$ cat config.mk
export PLATFORM = sky130hd
export DESIGN_NAME = pid_position_servo_top
export DESIGN_NICKNAME = d
export VERILOG_FILES = /design/src/rtl/pps_pkg.sv /design/src/rtl/pps_cfg.sv /design/src/rtl/pps_ctrl.sv /design/src/rtl/pps_datapath.sv /design/src/rtl/pid_position_servo_top.sv
export SDC_FILE = /design/constraint.sdc
export NUM_CORES = 2
export LEC_CHECK = 0
export ABC_AREA = 0
export BUFFER_PORTS_ARGS = -buffer_cell sky130_fd_sc_hd__buf_2
export CAP_MARGIN = 20
export CORE_ASPECT_RATIO = 0.8
export CORE_MARGIN = 3
export CORE_UTILIZATION = 60
export CTS_CLUSTER_SIZE = 25
export DETAILED_ROUTE_END_ITERATION = 7
export HOLD_SLACK_MARGIN = 0.06
export PLACE_DENSITY = 0.82
export SYNTH_ARGS = -nofsm -noshare
export SYNTH_HDL_FRONTEND = slang
export SYNTH_HIERARCHICAL = 1
export SYNTH_SLANG_ARGS = --single-unit
$ cat constraint.sdc
create_clock -name aclk -period 16.9 [get_ports aclk]
set_input_delay 5.07 -clock aclk [delete_from_list [all_inputs] [get_ports aclk]]
set_output_delay 5.07 -clock aclk [all_outputs]
set_load 0.02 [all_outputs]
$ cat src/rtl/pps_pkg.sv
package pps_pkg;

    localparam int GAIN_FRACTION_BITS = 24;

    localparam int S_TDATA_W   = 88;
    localparam int M_TDATA_W   = 56;
    localparam int CFG_INDEX_W = 3;
    localparam int CFG_DATA_W  = 32;

    localparam int TERM_LIMIT_BITS = 50;
    localparam int ACC_W           = TERM_LIMIT_BITS + 3;

    localparam logic [CFG_INDEX_W-1:0] REG_GAIN_P   = 3'd0;
    localparam logic [CFG_INDEX_W-1:0] REG_GAIN_I   = 3'd1;
    localparam logic [CFG_INDEX_W-1:0] REG_GAIN_D   = 3'd2;
    localparam logic [CFG_INDEX_W-1:0] REG_BOUND    = 3'd3;
    localparam logic [CFG_INDEX_W-1:0] REG_DEADBAND = 3'd4;
    localparam logic [CFG_INDEX_W-1:0] REG_PERIOD   = 3'd5;

    localparam logic [31:0] RST_GAIN_P   = 32'd6710886;
    localparam logic [31:0] RST_GAIN_I   = 32'd8389;
    localparam logic [31:0] RST_GAIN_D   = 32'd41943040;
    localparam logic [30:0] RST_BOUND    = 31'd50000000;
    localparam logic [15:0] RST_DEADBAND = 16'd20;
    localparam logic [19:0] RST_PERIOD   = 20'd500000;

    typedef struct packed {
        logic [31:0] gain_p;
        logic [31:0] gain_i;
        logic [31:0] gain_d;
        logic [30:0] bound;
        logic [15:0] deadband;
        logic [19:0] period;
    } cfg_t;

    typedef enum logic [1:0] {
        MUL_P,
        MUL_I,
        MUL_D,
        MUL_DUTY
    } mul_sel_t;

    typedef enum logic [3:0] {
        ST_IDLE,
        ST_DIFF,
        ST_PREP,
        ST_ABS,
        ST_MUL_P,
        ST_MUL_I,
        ST_MUL_D,
        ST_TERM_D,
        ST_ACC_D,
        ST_CLAMP,
        ST_DUTY,
        ST_OUT
    } state_t;

    typedef struct packed {
        logic     capture;
        logic     diff;
        logic     prep;
        logic     absval;
        logic     mul_en;
        mul_sel_t mul_sel;
        logic     term_en;
        logic     acc_en;
        logic     clamp;
        logic     int_clear;
        logic     out_load;
    } cmd_t;

    typedef struct packed {
        logic halt;
        logic blocked;
        logic out_free;
    } status_t;

endpackage

$ cat src/rtl/pps_cfg.sv
module pps_cfg (
    input  logic                            aclk,
    input  logic                            aresetn,
    input  logic                            cfg_we,
    input  logic [pps_pkg::CFG_INDEX_W-1:0] cfg_index,
    input  logic [pps_pkg::CFG_DATA_W-1:0]  cfg_wdata,
    output pps_pkg::cfg_t                   cfg
);

    pps_pkg::cfg_t cfg_reg;
    pps_pkg::cfg_t cfg_next;

    always_comb begin
        cfg_next = cfg_reg;
        if (cfg_we) begin
            unique case (cfg_index)
                pps_pkg::REG_GAIN_P:   cfg_next.gain_p   = cfg_wdata;
                pps_pkg::REG_GAIN_I:   cfg_next.gain_i   = cfg_wdata;
                pps_pkg::REG_GAIN_D:   cfg_next.gain_d   = cfg_wdata;
                pps_pkg::REG_BOUND:    cfg_next.bound    = cfg_wdata[30:0];
                pps_pkg::REG_DEADBAND: cfg_next.deadband = cfg_wdata[15:0];
                pps_pkg::REG_PERIOD:   cfg_next.period   = cfg_wdata[19:0];
                default:               cfg_next = cfg_reg;
            endcase
        end
    end

    always_ff @(posedge aclk) begin
        if (!aresetn) begin
            cfg_reg.gain_p   <= pps_pkg::RST_GAIN_P;
            cfg_reg.gain_i   <= pps_pkg::RST_GAIN_I;
            cfg_reg.gain_d   <= pps_pkg::RST_GAIN_D;
            cfg_reg.bound    <= pps_pkg::RST_BOUND;
            cfg_reg.deadband <= pps_pkg::RST_DEADBAND;
            cfg_reg.period   <= pps_pkg::RST_PERIOD;
        end else begin
            cfg_reg <= cfg_next;
        end
    end

    assign cfg = cfg_reg;

endmodule

$ cat src/rtl/pps_ctrl.sv
module pps_ctrl (
    input  logic               aclk,
    input  logic               aresetn,
    input  logic               s_tvalid,
    output logic               s_tready,
    input  pps_pkg::status_t   status,
    output pps_pkg::cmd_t      cmd
);

    pps_pkg::state_t state_reg;
    pps_pkg::state_t state_next;

    always_ff @(posedge aclk) begin
        if (!aresetn) begin
            state_reg <= pps_pkg::ST_IDLE;
        end else begin
            state_reg <= state_next;
        end
    end

    always_comb begin
        cmd         = '0;
        cmd.mul_sel = pps_pkg::MUL_P;
        s_tready    = 1'b0;
        state_next  = state_reg;
        unique case (state_reg)
            pps_pkg::ST_IDLE: begin
                s_tready = 1'b1;
                if (s_tvalid) begin
                    cmd.capture = 1'b1;
                    state_next  = pps_pkg::ST_DIFF;
                end
            end
            pps_pkg::ST_DIFF: begin
                cmd.diff   = 1'b1;
                state_next = pps_pkg::ST_PREP;
            end
            pps_pkg::ST_PREP: begin
                cmd.prep   = 1'b1;
                state_next = pps_pkg::ST_ABS;
            end
            pps_pkg::ST_ABS: begin
                if (status.halt) begin
                    cmd.int_clear = 1'b1;
                    state_next    = pps_pkg::ST_OUT;
                end else if (status.blocked) begin
                    state_next = pps_pkg::ST_OUT;
                end else begin
                    cmd.absval = 1'b1;
                    state_next = pps_pkg::ST_MUL_P;
                end
            end
            pps_pkg::ST_MUL_P: begin
                cmd.mul_en  = 1'b1;
                cmd.mul_sel = pps_pkg::MUL_P;
                state_next  = pps_pkg::ST_MUL_I;
            end
            pps_pkg::ST_MUL_I: begin
                cmd.mul_en  = 1'b1;
                cmd.mul_sel = pps_pkg::MUL_I;
                cmd.term_en = 1'b1;
                state_next  = pps_pkg::ST_MUL_D;
            end
            pps_pkg::ST_MUL_D: begin
                cmd.mul_en  = 1'b1;
                cmd.mul_sel = pps_pkg::MUL_D;
                cmd.term_en = 1'b1;
                cmd.acc_en  = 1'b1;
                state_next  = pps_pkg::ST_TERM_D;
            end
            pps_pkg::ST_TERM_D: begin
                cmd.term_en = 1'b1;
                cmd.acc_en  = 1'b1;
                state_next  = pps_pkg::ST_ACC_D;
            end
            pps_pkg::ST_ACC_D: begin
                cmd.acc_en = 1'b1;
                state_next = pps_pkg::ST_CLAMP;
            end
            pps_pkg::ST_CLAMP: begin
                cmd.clamp  = 1'b1;
                state_next = pps_pkg::ST_DUTY;
            end
            pps_pkg::ST_DUTY: begin
                cmd.mul_en  = 1'b1;
                cmd.mul_sel = pps_pkg::MUL_DUTY;
                state_next  = pps_pkg::ST_OUT;
            end
            pps_pkg::ST_OUT: begin
                if (status.out_free) begin
                    cmd.out_load = 1'b1;
                    state_next   = pps_pkg::ST_IDLE;
                end
            end
            default: state_next = pps_pkg::ST_IDLE;
        endcase
    end

endmodule

$ cat src/rtl/pps_datapath.sv
module pps_datapath #(
    parameter int GAIN_FRACTION_BITS = pps_pkg::GAIN_FRACTION_BITS
) (
    input  logic                          aclk,
    input  logic                          aresetn,
    input  logic [pps_pkg::S_TDATA_W-1:0] s_tdata,
    input  pps_pkg::cfg_t                 cfg,
    input  pps_pkg::cmd_t                 cmd,
    output pps_pkg::status_t              status,
    output logic                          m_tvalid,
    input  logic                          m_tready,
    output logic [pps_pkg::M_TDATA_W-1:0] m_tdata
);

    localparam int F     = GAIN_FRACTION_BITS;
    localparam int ACC_W = pps_pkg::ACC_W;
    localparam logic signed [ACC_W-1:0] EFFORT_ONE = ACC_W'(64'd1 << F);
    localparam logic [63:0] TERM_LIMIT = 64'd1 << pps_pkg::TERM_LIMIT_BITS;

    function automatic logic signed [31:0] clamp_integ(input logic signed [33:0] x,
                                                      input logic [30:0] bound);
        logic signed [33:0] pb;
        logic signed [33:0] nb;
        logic signed [33:0] r;
        pb = $signed({3'b000, bound});
        nb = -pb;
        if (x > pb) begin
            r = pb;
        end else if (x < nb) begin
            r = nb;
        end else begin
            r = x;
        end
        return r[31:0];
    endfunction

    logic signed [31:0] pos_reg;
    logic signed [31:0] tpos_reg;
    logic signed [15:0] tvel_reg;
    logic               lim_l_reg;
    logic               lim_r_reg;
    logic               run_reg;

    logic signed [31:0] prev_reg;
    logic signed [31:0] integral_reg;

    logic signed [31:0] vel_reg;
    logic signed [32:0] err_reg;
    logic signed [32:0] verr_reg;
    logic signed [31:0] integ_reg;
    logic               blocked_reg;

    logic [31:0] err_mag_reg;
    logic        err_neg_reg;
    logic [31:0] verr_mag_reg;
    logic        verr_neg_reg;
    logic [31:0] integ_mag_reg;
    logic        integ_neg_reg;

    logic [63:0]              prod_reg;
    logic                     prod_neg_reg;
    logic signed [ACC_W-1:0]  term_reg;
    logic signed [ACC_W-1:0]  acc_reg;

    logic [F:0] umag_reg;
    logic       dir_reg;
    logic       sat_reg;

    logic                        m_tvalid_reg;
    logic [pps_pkg::M_TDATA_W-1:0] m_tdata_reg;

    logic signed [32:0] vel_diff;
    logic signed [31:0] vel_sat;
    logic signed [32:0] err_next;
    logic signed [32:0] verr_next;
    logic signed [33:0] isum;
    logic signed [32:0] err_abs;
    logic signed [32:0] verr_abs;
    logic signed [31:0] integ_abs;
    logic [31:0]        mul_a;
    logic [31:0]        mul_b;
    logic               mul_neg;
    logic [50:0]        term_mag;
    logic signed [ACC_W-1:0] term_next;
    logic               over_pos;
    logic               over_neg;
    logic signed [33:0] isub;
    logic signed [31:0] integ_sat;
    logic               in_deadband;
    logic signed [ACC_W-1:0] acc_abs;
    logic [19:0]        duty;

    assign vel_diff = {pos_reg[31], pos_reg} - {prev_reg[31], prev_reg};
    always_comb begin
        if (vel_diff[32] != vel_diff[31]) begin
            vel_sat = vel_diff[32] ? 32'sh8000_0000 : 32'sh7fff_ffff;
        end else begin
            vel_sat = vel_diff[31:0];
        end
    end
    assign err_next  = {tpos_reg[31], tpos_reg} - {pos_reg[31], pos_reg};
    assign verr_next = {{17{tvel_reg[15]}}, tvel_reg} - {vel_reg[31], vel_reg};
    assign isum      = {{2{integral_reg[31]}}, integral_reg} + {err_reg[32], err_reg};

    assign err_abs   = err_reg[32] ? -err_reg : err_reg;
    assign verr_abs  = verr_reg[32] ? -verr_reg : verr_reg;
    assign integ_abs = integ_reg[31] ? -integ_reg : integ_reg;

    always_comb begin
        case (cmd.mul_sel)
            pps_pkg::MUL_P: begin
                mul_a   = cfg.gain_p;
                mul_b   = err_mag_reg;
                mul_neg = err_neg_reg;
            end
            pps_pkg::MUL_I: begin
                mul_a   = cfg.gain_i;
                mul_b   = integ_mag_reg;
                mul_neg = integ_neg_reg;
            end
            pps_pkg::MUL_D: begin
                mul_a   = cfg.gain_d;
                mul_b   = verr_mag_reg;
                mul_neg = verr_neg_reg;
            end
            default: begin
                mul_a   = 32'(cfg.period);
                mul_b   = 32'(umag_reg);
                mul_neg = 1'b0;
            end
        endcase
    end

    assign term_mag  = (prod_reg > TERM_LIMIT) ? TERM_LIMIT[50:0] : prod_reg[50:0];
    assign term_next = prod_neg_reg ? -$signed({2'b00, term_mag}) : $signed({2'b00, term_mag});

    assign over_pos    = acc_reg > EFFORT_ONE;
    assign over_neg    = acc_reg < -EFFORT_ONE;
    assign isub        = {{2{integ_reg[31]}}, integ_reg} - {err_reg[32], err_reg};
    assign integ_sat   = clamp_integ(isub, cfg.bound);
    assign in_deadband = (err_mag_reg < 32'(cfg.deadband)) && (tvel_reg == 16'sd0);
    assign acc_abs     = acc_reg[ACC_W-1] ? -acc_reg : acc_reg;

    assign duty = prod_reg[F+19:F];

    always_ff @(posedge aclk) begin
        if (!aresetn) begin
            prev_reg     <= '0;
            integral_reg <= '0;
            m_tvalid_reg <= 1'b0;
        end else begin
            if (cmd.diff) begin
                prev_reg <= pos_reg;
            end
            if (cmd.int_clear) begin
                integral_reg <= '0;
            end else if (cmd.clamp) begin
                if (in_deadband) begin
                    integral_reg <= '0;
                end else if (over_pos || over_neg) begin
                    integral_reg <= integ_sat;
                end else begin
                    integral_reg <= integ_reg;
                end
            end
            if (cmd.out_load) begin
                m_tvalid_reg <= 1'b1;
            end else if (m_tready) begin
                m_tvalid_reg <= 1'b0;
            end
        end
    end

    always_ff @(posedge aclk) begin
        if (cmd.capture) begin
            pos_reg   <= s_tdata[31:0];
            tpos_reg  <= s_tdata[63:32];
            tvel_reg  <= s_tdata[79:64];
            lim_l_reg <= s_tdata[80];
            lim_r_reg <= s_tdata[81];
            run_reg   <= s_tdata[82];
        end
        if (cmd.diff) begin
            vel_reg <= vel_sat;
            err_reg <= err_next;
        end
        if (cmd.prep) begin
            verr_reg    <= verr_next;
            integ_reg   <= clamp_integ(isum, cfg.bound);
            blocked_reg <= (lim_l_reg && err_reg[32]) ||
                           (lim_r_reg && !err_reg[32] && (err_reg != 33'sd0));
        end
        if (cmd.absval) begin
            err_mag_reg   <= err_abs[31:0];
            err_neg_reg   <= err_reg[32];
            verr_mag_reg  <= verr_abs[31:0];
            verr_neg_reg  <= verr_reg[32];
            integ_mag_reg <= integ_abs;
            integ_neg_reg <= integ_reg[31];
            acc_reg       <= '0;
        end else if (cmd.acc_en) begin
            acc_reg <= acc_reg + term_reg;
        end
        if (cmd.mul_en) begin
            prod_reg     <= mul_a * mul_b;
            prod_neg_reg <= mul_neg;
        end
        if (cmd.term_en) begin
            term_reg <= term_next;
        end
        if (cmd.clamp) begin
            sat_reg <= over_pos || over_neg;
            if (in_deadband) begin
                umag_reg <= '0;
                dir_reg  <= 1'b1;
            end else if (over_pos || over_neg) begin
                umag_reg <= EFFORT_ONE[F:0];
                dir_reg  <= over_pos;
            end else begin
                umag_reg <= acc_abs[F:0];
                dir_reg  <= !acc_reg[ACC_W-1];
            end
        end
        if (cmd.out_load) begin
            m_tdata_reg[55:24] <= vel_reg;
            if (!run_reg) begin
                m_tdata_reg[23:0] <= {1'b0, 1'b0, 1'b0, 20'd0, 1'b1};
            end else if (blocked_reg) begin
                m_tdata_reg[23:0] <= {1'b0, 1'b1, 1'b0, 20'd0, 1'b1};
            end else begin
                m_tdata_reg[23:0] <= {sat_reg, 1'b0, 1'b1, duty, dir_reg};
            end
        end
    end

    assign status.halt     = !run_reg;
    assign status.blocked  = blocked_reg;
    assign status.out_free = !m_tvalid_reg || m_tready;

    assign m_tvalid = m_tvalid_reg;
    assign m_tdata  = m_tdata_reg;

endmodule

$ cat src/rtl/pid_position_servo_top.sv
// Position servo with PID control, anti-windup, deadband and end-switch stop. Each input beat
// is one control tick; each tick returns exactly one result beat. A running tick passes from
// IDLE through DIFF, PREP, ABS, MUL_P, MUL_I, MUL_D, TERM_D, ACC_D, CLAMP and DUTY to OUT,
// where it is loaded into the result register; a tick that is stopped (run low) or blocked by an
// end switch goes from ABS straight to OUT. One 32x32 multiplier is shared in turn by the
// proportional, integral and derivative terms and the duty scaling. The next tick is accepted
// as soon as the previous one has reached the result register, even if that beat has not been
// taken yet; a result beat that is still held stalls the next tick in its last stage.
// Configuration registers may be written only while no tick is in flight.
module pid_position_servo_top #(
    parameter int GAIN_FRACTION_BITS = pps_pkg::GAIN_FRACTION_BITS
) (
    input  logic                            aclk,
    input  logic                            aresetn,
    input  logic                            s_tvalid,
    output logic                            s_tready,
    // position_count[31:0], target_position[63:32], target_velocity[79:64],
    // limit_left[80], limit_right[81], run[82], zero[87:83]
    input  logic [pps_pkg::S_TDATA_W-1:0]   s_tdata,
    output logic                            m_tvalid,
    input  logic                            m_tready,
    // drive_direction[0], duty[20:1], drive_enable[21], limit_stop[22],
    // effort_saturated[23], measured_velocity[55:24]
    output logic [pps_pkg::M_TDATA_W-1:0]   m_tdata,
    input  logic                            cfg_we,
    input  logic [pps_pkg::CFG_INDEX_W-1:0] cfg_index,
    input  logic [pps_pkg::CFG_DATA_W-1:0]  cfg_wdata
);

    pps_pkg::cfg_t    cfg;
    pps_pkg::cmd_t    cmd;
    pps_pkg::status_t status;

    pps_cfg u_cfg (
        .aclk      (aclk),
        .aresetn   (aresetn),
        .cfg_we    (cfg_we),
        .cfg_index (cfg_index),
        .cfg_wdata (cfg_wdata),
        .cfg       (cfg)
    );

    pps_ctrl u_ctrl (
        .aclk     (aclk),
        .aresetn  (aresetn),
        .s_tvalid (s_tvalid),
        .s_tready (s_tready),
        .status   (status),
        .cmd      (cmd)
    );

    pps_datapath #(
        .GAIN_FRACTION_BITS (GAIN_FRACTION_BITS)
    ) u_datapath (
        .aclk     (aclk),
        .aresetn  (aresetn),
        .s_tdata  (s_tdata),
        .cfg      (cfg),
        .cmd      (cmd),
        .status   (status),
        .m_tvalid (m_tvalid),
        .m_tready (m_tready),
        .m_tdata  (m_tdata)
    );

endmodule
==> key figures <==
Floorplanning
  • Initial core utilization: 61.0%
  • Die area: 139,000 um2
  • Row Count: 119
  • Die height: 335 um
  • Ports: 186
  • Core ar.: ~130,000 um2
  • Die Wd: 417 um

Worst setup path
  • Critical path's largest stage delay: 0.91 ns
  • CP startpoint kind: flip-flop
  • Type of the worst setup path: flip-flop to flip-flop
  • Slowest cell on the critical path: a21oi_1
  • Crit-path max FO: 59
  • Worst path arrival time: 13.60 ns
  • Critical path's most frequent cell: fa_1
  • Critical Path RT: 17.34 ns
  • Setup crit end kind: flip-flop

Cells and area
  • Commonest non-fill, non-tap cells in the layout: 1,148 x inv_1, 961 x nor2_1, 902 x fa_1
  • Most common cell after layout, fill and taps aside: inv_1
  • Share of layout cells above drive strength 1: 7.09%
  • Max reg flops: 163
  • Filler cell count in the final layout: 10,600
  • Layout Nets: 10,300
  • Layout area overhead: 7.76%

Pwr
  • Final Power: 20.8 mW
  • Max VDD drop: 803 uV
  • Power per Cell Area: ~240 nW/um2
  • Static leakage: just under 40 nW

Yosys
  • Yosys Warn Count: 6
  • Post-synth EDFFs: 514
  • Synth unique cells: 103
  • Syn nets: 10,300
  • Seq/Total Area, Yosys: 26.1%
  • Ys flop type: edfxtp_1
  • Async set-or-reset flop fraction in the synthesized netlist: 0%
  • Cells after synthesis: ~8,600
  • Netlist Area Pre-Place: 81,000 um2
  • Synthesis-stage register bit count: 799
  • Synthesized area per cell: between 9 and 10 um2

STA
  • Fin. max-slew vios: 0
  • RSZ-0062 raised after global routing: no
  • Crit share post-route: 77.9%
  • Setup Viol. Count Final: 0
  • Post-route setup TNS: 0 ns
  • Hold Fails Final Rpt: 0
  • Period minus WS final: 13.16 ns
  • Slew @ Worst Pin: 1.27 ns
  • Min Hold Slack: 0.460 ns
  • F_max: 76.0 MHz
  • Skew final: roughly 0.070 ns
  • Max_slew headroom: 15.3%

Status
  • Violated checks: design-rule violations
  • Status: finished with violations

Clock network
  • Post CTS Setup Buffer Count: 0
  • CTS Sinks: 799
  • Worst-path clk slew: 0.06 ns
  • CTS tree: built
  • Hold buffers post-CTS: 0
  • Htree depth: 3
  • Resized Gates After CTS: 0
  • Root Driver: clkbuf_16
  • CTS Buffer Depth: 3
  • CTS Buf Count: 86
  • Worst-Skew Late Latency: 0.76 ns

Global route
  • Largest net degree at the start of global routing: 149
  • Vias in the first global route: 65,100
  • Grt total ovfl: 0
  • First-pass GRT wire length: 418,000 um
  • Antenna violations before repair: 21
  • GRT Resource Usage Total: between 40% and 50%

Drt
  • Routed vias: 67,200
  • Drc violations: 2
  • Number of DRC violations after detailed-routing iteration 0: 9,107
  • Post-DR wirelength/cell: 26.9 um
  • Vias per inst: 6.38
  • Antenna-violating nets left: 0
  • WL final: 283,000 um
  • Pre-antenna DRT Iters: 8

Run
  • Max_cap viols: 0

Place
  • RD Place Congestion: between 1 and 1.5
  • DP Wirelength: 224,000 um
  • Port bufs: 180

Hold path
  • Hold Crit Class: flip-flop to flip-flop
## per-layer routing
metal,track usage (%),vias up,routed length (um)
li1,-,28900,-
met1,57.7,32900,114000
met2,53.4,4519,108000
met3,18.0,753,47800
met4,15.9,32,13400
met5,0.678,-,323
## cell families after synthesis
family                     synth area share [%]
xor gates and xnor gates                   4.36
buffers and inverters                      7.03
AOI/OAI and AO/OA                          11.9
DFF                                        26.1
adders and majority gates                  32.0
and+or+nand+nor                            14.4
muxes                                      4.13
## synthesized netlist by cell type, types with 20 or more instances
cell | number | area share [%]
clkbuf_1 | 280 | 1.3
buf_1 | 26 | 0.12
a211oi_1 | 55 | 0.51
o21a_1 | 79 | 0.73
and2_1 | 65 | 0.50
or4_1 | 22 | 0.20
nor3_1 | 74 | 0.46
o22a_1 | 22 | 0.24
nand2b_1 | 90 | 0.70
o22ai_1 | 50 | 0.39
o31ai_1 | 50 | 0.46
a21o_1 | 223 | 2.1
dfxtp_1 | 285 | 7.0
nor2_1 | 969 | 4.5
and4_1 | 20 | 0.22
ha_1 | 626 | 9.7
mux2_2 | 40 | 0.56
fa_1 | 902 | 22
o41ai_1 | 20 | 0.22
o21ai_0 | 291 | 1.8
nor2b_1 | 180 | 1.4
xnor2_1 | 276 | 3.0
a21oi_1 | 382 | 2.4
o21bai_1 | 30 | 0.28
a311oi_1 | 20 | 0.22
xor2_1 | 127 | 1.4
nor4_1 | 39 | 0.30
or3_1 | 43 | 0.33
buf_2 | 28 | 0.17
nand4_1 | 66 | 0.51
edfxtp_1 | 514 | 19
or2_2 | 20 | 0.15
a31oi_1 | 46 | 0.36
o21ai_1 | 36 | 0.22
o211ai_1 | 30 | 0.28
and3_1 | 34 | 0.26
inv_1 | 1148 | 5.3
mux2i_1 | 289 | 3.6
nand2_1 | 824 | 3.8
nand3_1 | 71 | 0.44
## final timing paths
check / from / to / slack, ns / depth (start not counted)
setup / recovery: u_ctrl/state_reg[2] / u_datapath/prod_reg[63] / 3.74 / 31
setup reg to reg: u_ctrl/state_reg[2] / u_datapath/prod_reg[63] / 3.74 / 31
hold / removal: u_cfg/cfg[142] / u_cfg/cfg[142] / 0.46 / 2
hold reg to reg: u_cfg/cfg[142] / u_cfg/cfg[142] / 0.46 / 2
## metrics by stage
step	std cells	instance area [um2]	util (%)	setup WS [ns]
final	10500	87300	65.7	3.74
after global routing	10500	87300	65.7	3.48
after CTS	10500	87200	65.6	4.30
after detailed placement	10400	84100	63.3	4.44
after global placement	10300	84100	63.3	4.61
after floorplan	8624	81000	-	4.47
## worst max-delay path: cells and delay by family (launching register included)
kind / cells / cell delay, ns
AO/OA/AOI/OAI: 11 / 4.63
XOR/XNOR: 1 / 0.13
adder cells (fa/ha/maj): 9 / 4.44
buffers and inverters: 4 / 1.40
flip-flops: 1 / 0.66
AND/OR/NAND/NOR: 6 / 1.46
## cell type report
| cell class | instances | area, um2 | share of cell area, % |
|---|---|---|---|
| Clock inverter | 47 | 662 | 0.758 |
| Clock buffer | 114 | 2390 | 2.74 |
| Sequential cell | 799 | 21100 | 24.2 |
| Tap cell | 1754 | 2190 | 2.51 |
| Timing Repair Buffer | 323 | 2070 | 2.37 |
| Antenna cell | 12 | 30.0 | 0.0344 |
| Multi-Input combinational cell | 6330 | 54500 | 62.4 |
| Inverter | 1150 | 4320 | 4.95 |
## power breakdown
| group | internal (mW) | switching (mW) |
|---|---|---|
| Sequential | 2.94 | 0.345 |
| Clock | 1.15 | 0.893 |
| Combinational | 5.82 | 9.61 |
| Total | 9.91 | 10.8 |
No activity file was read; power rests on OpenSTA's default activity.
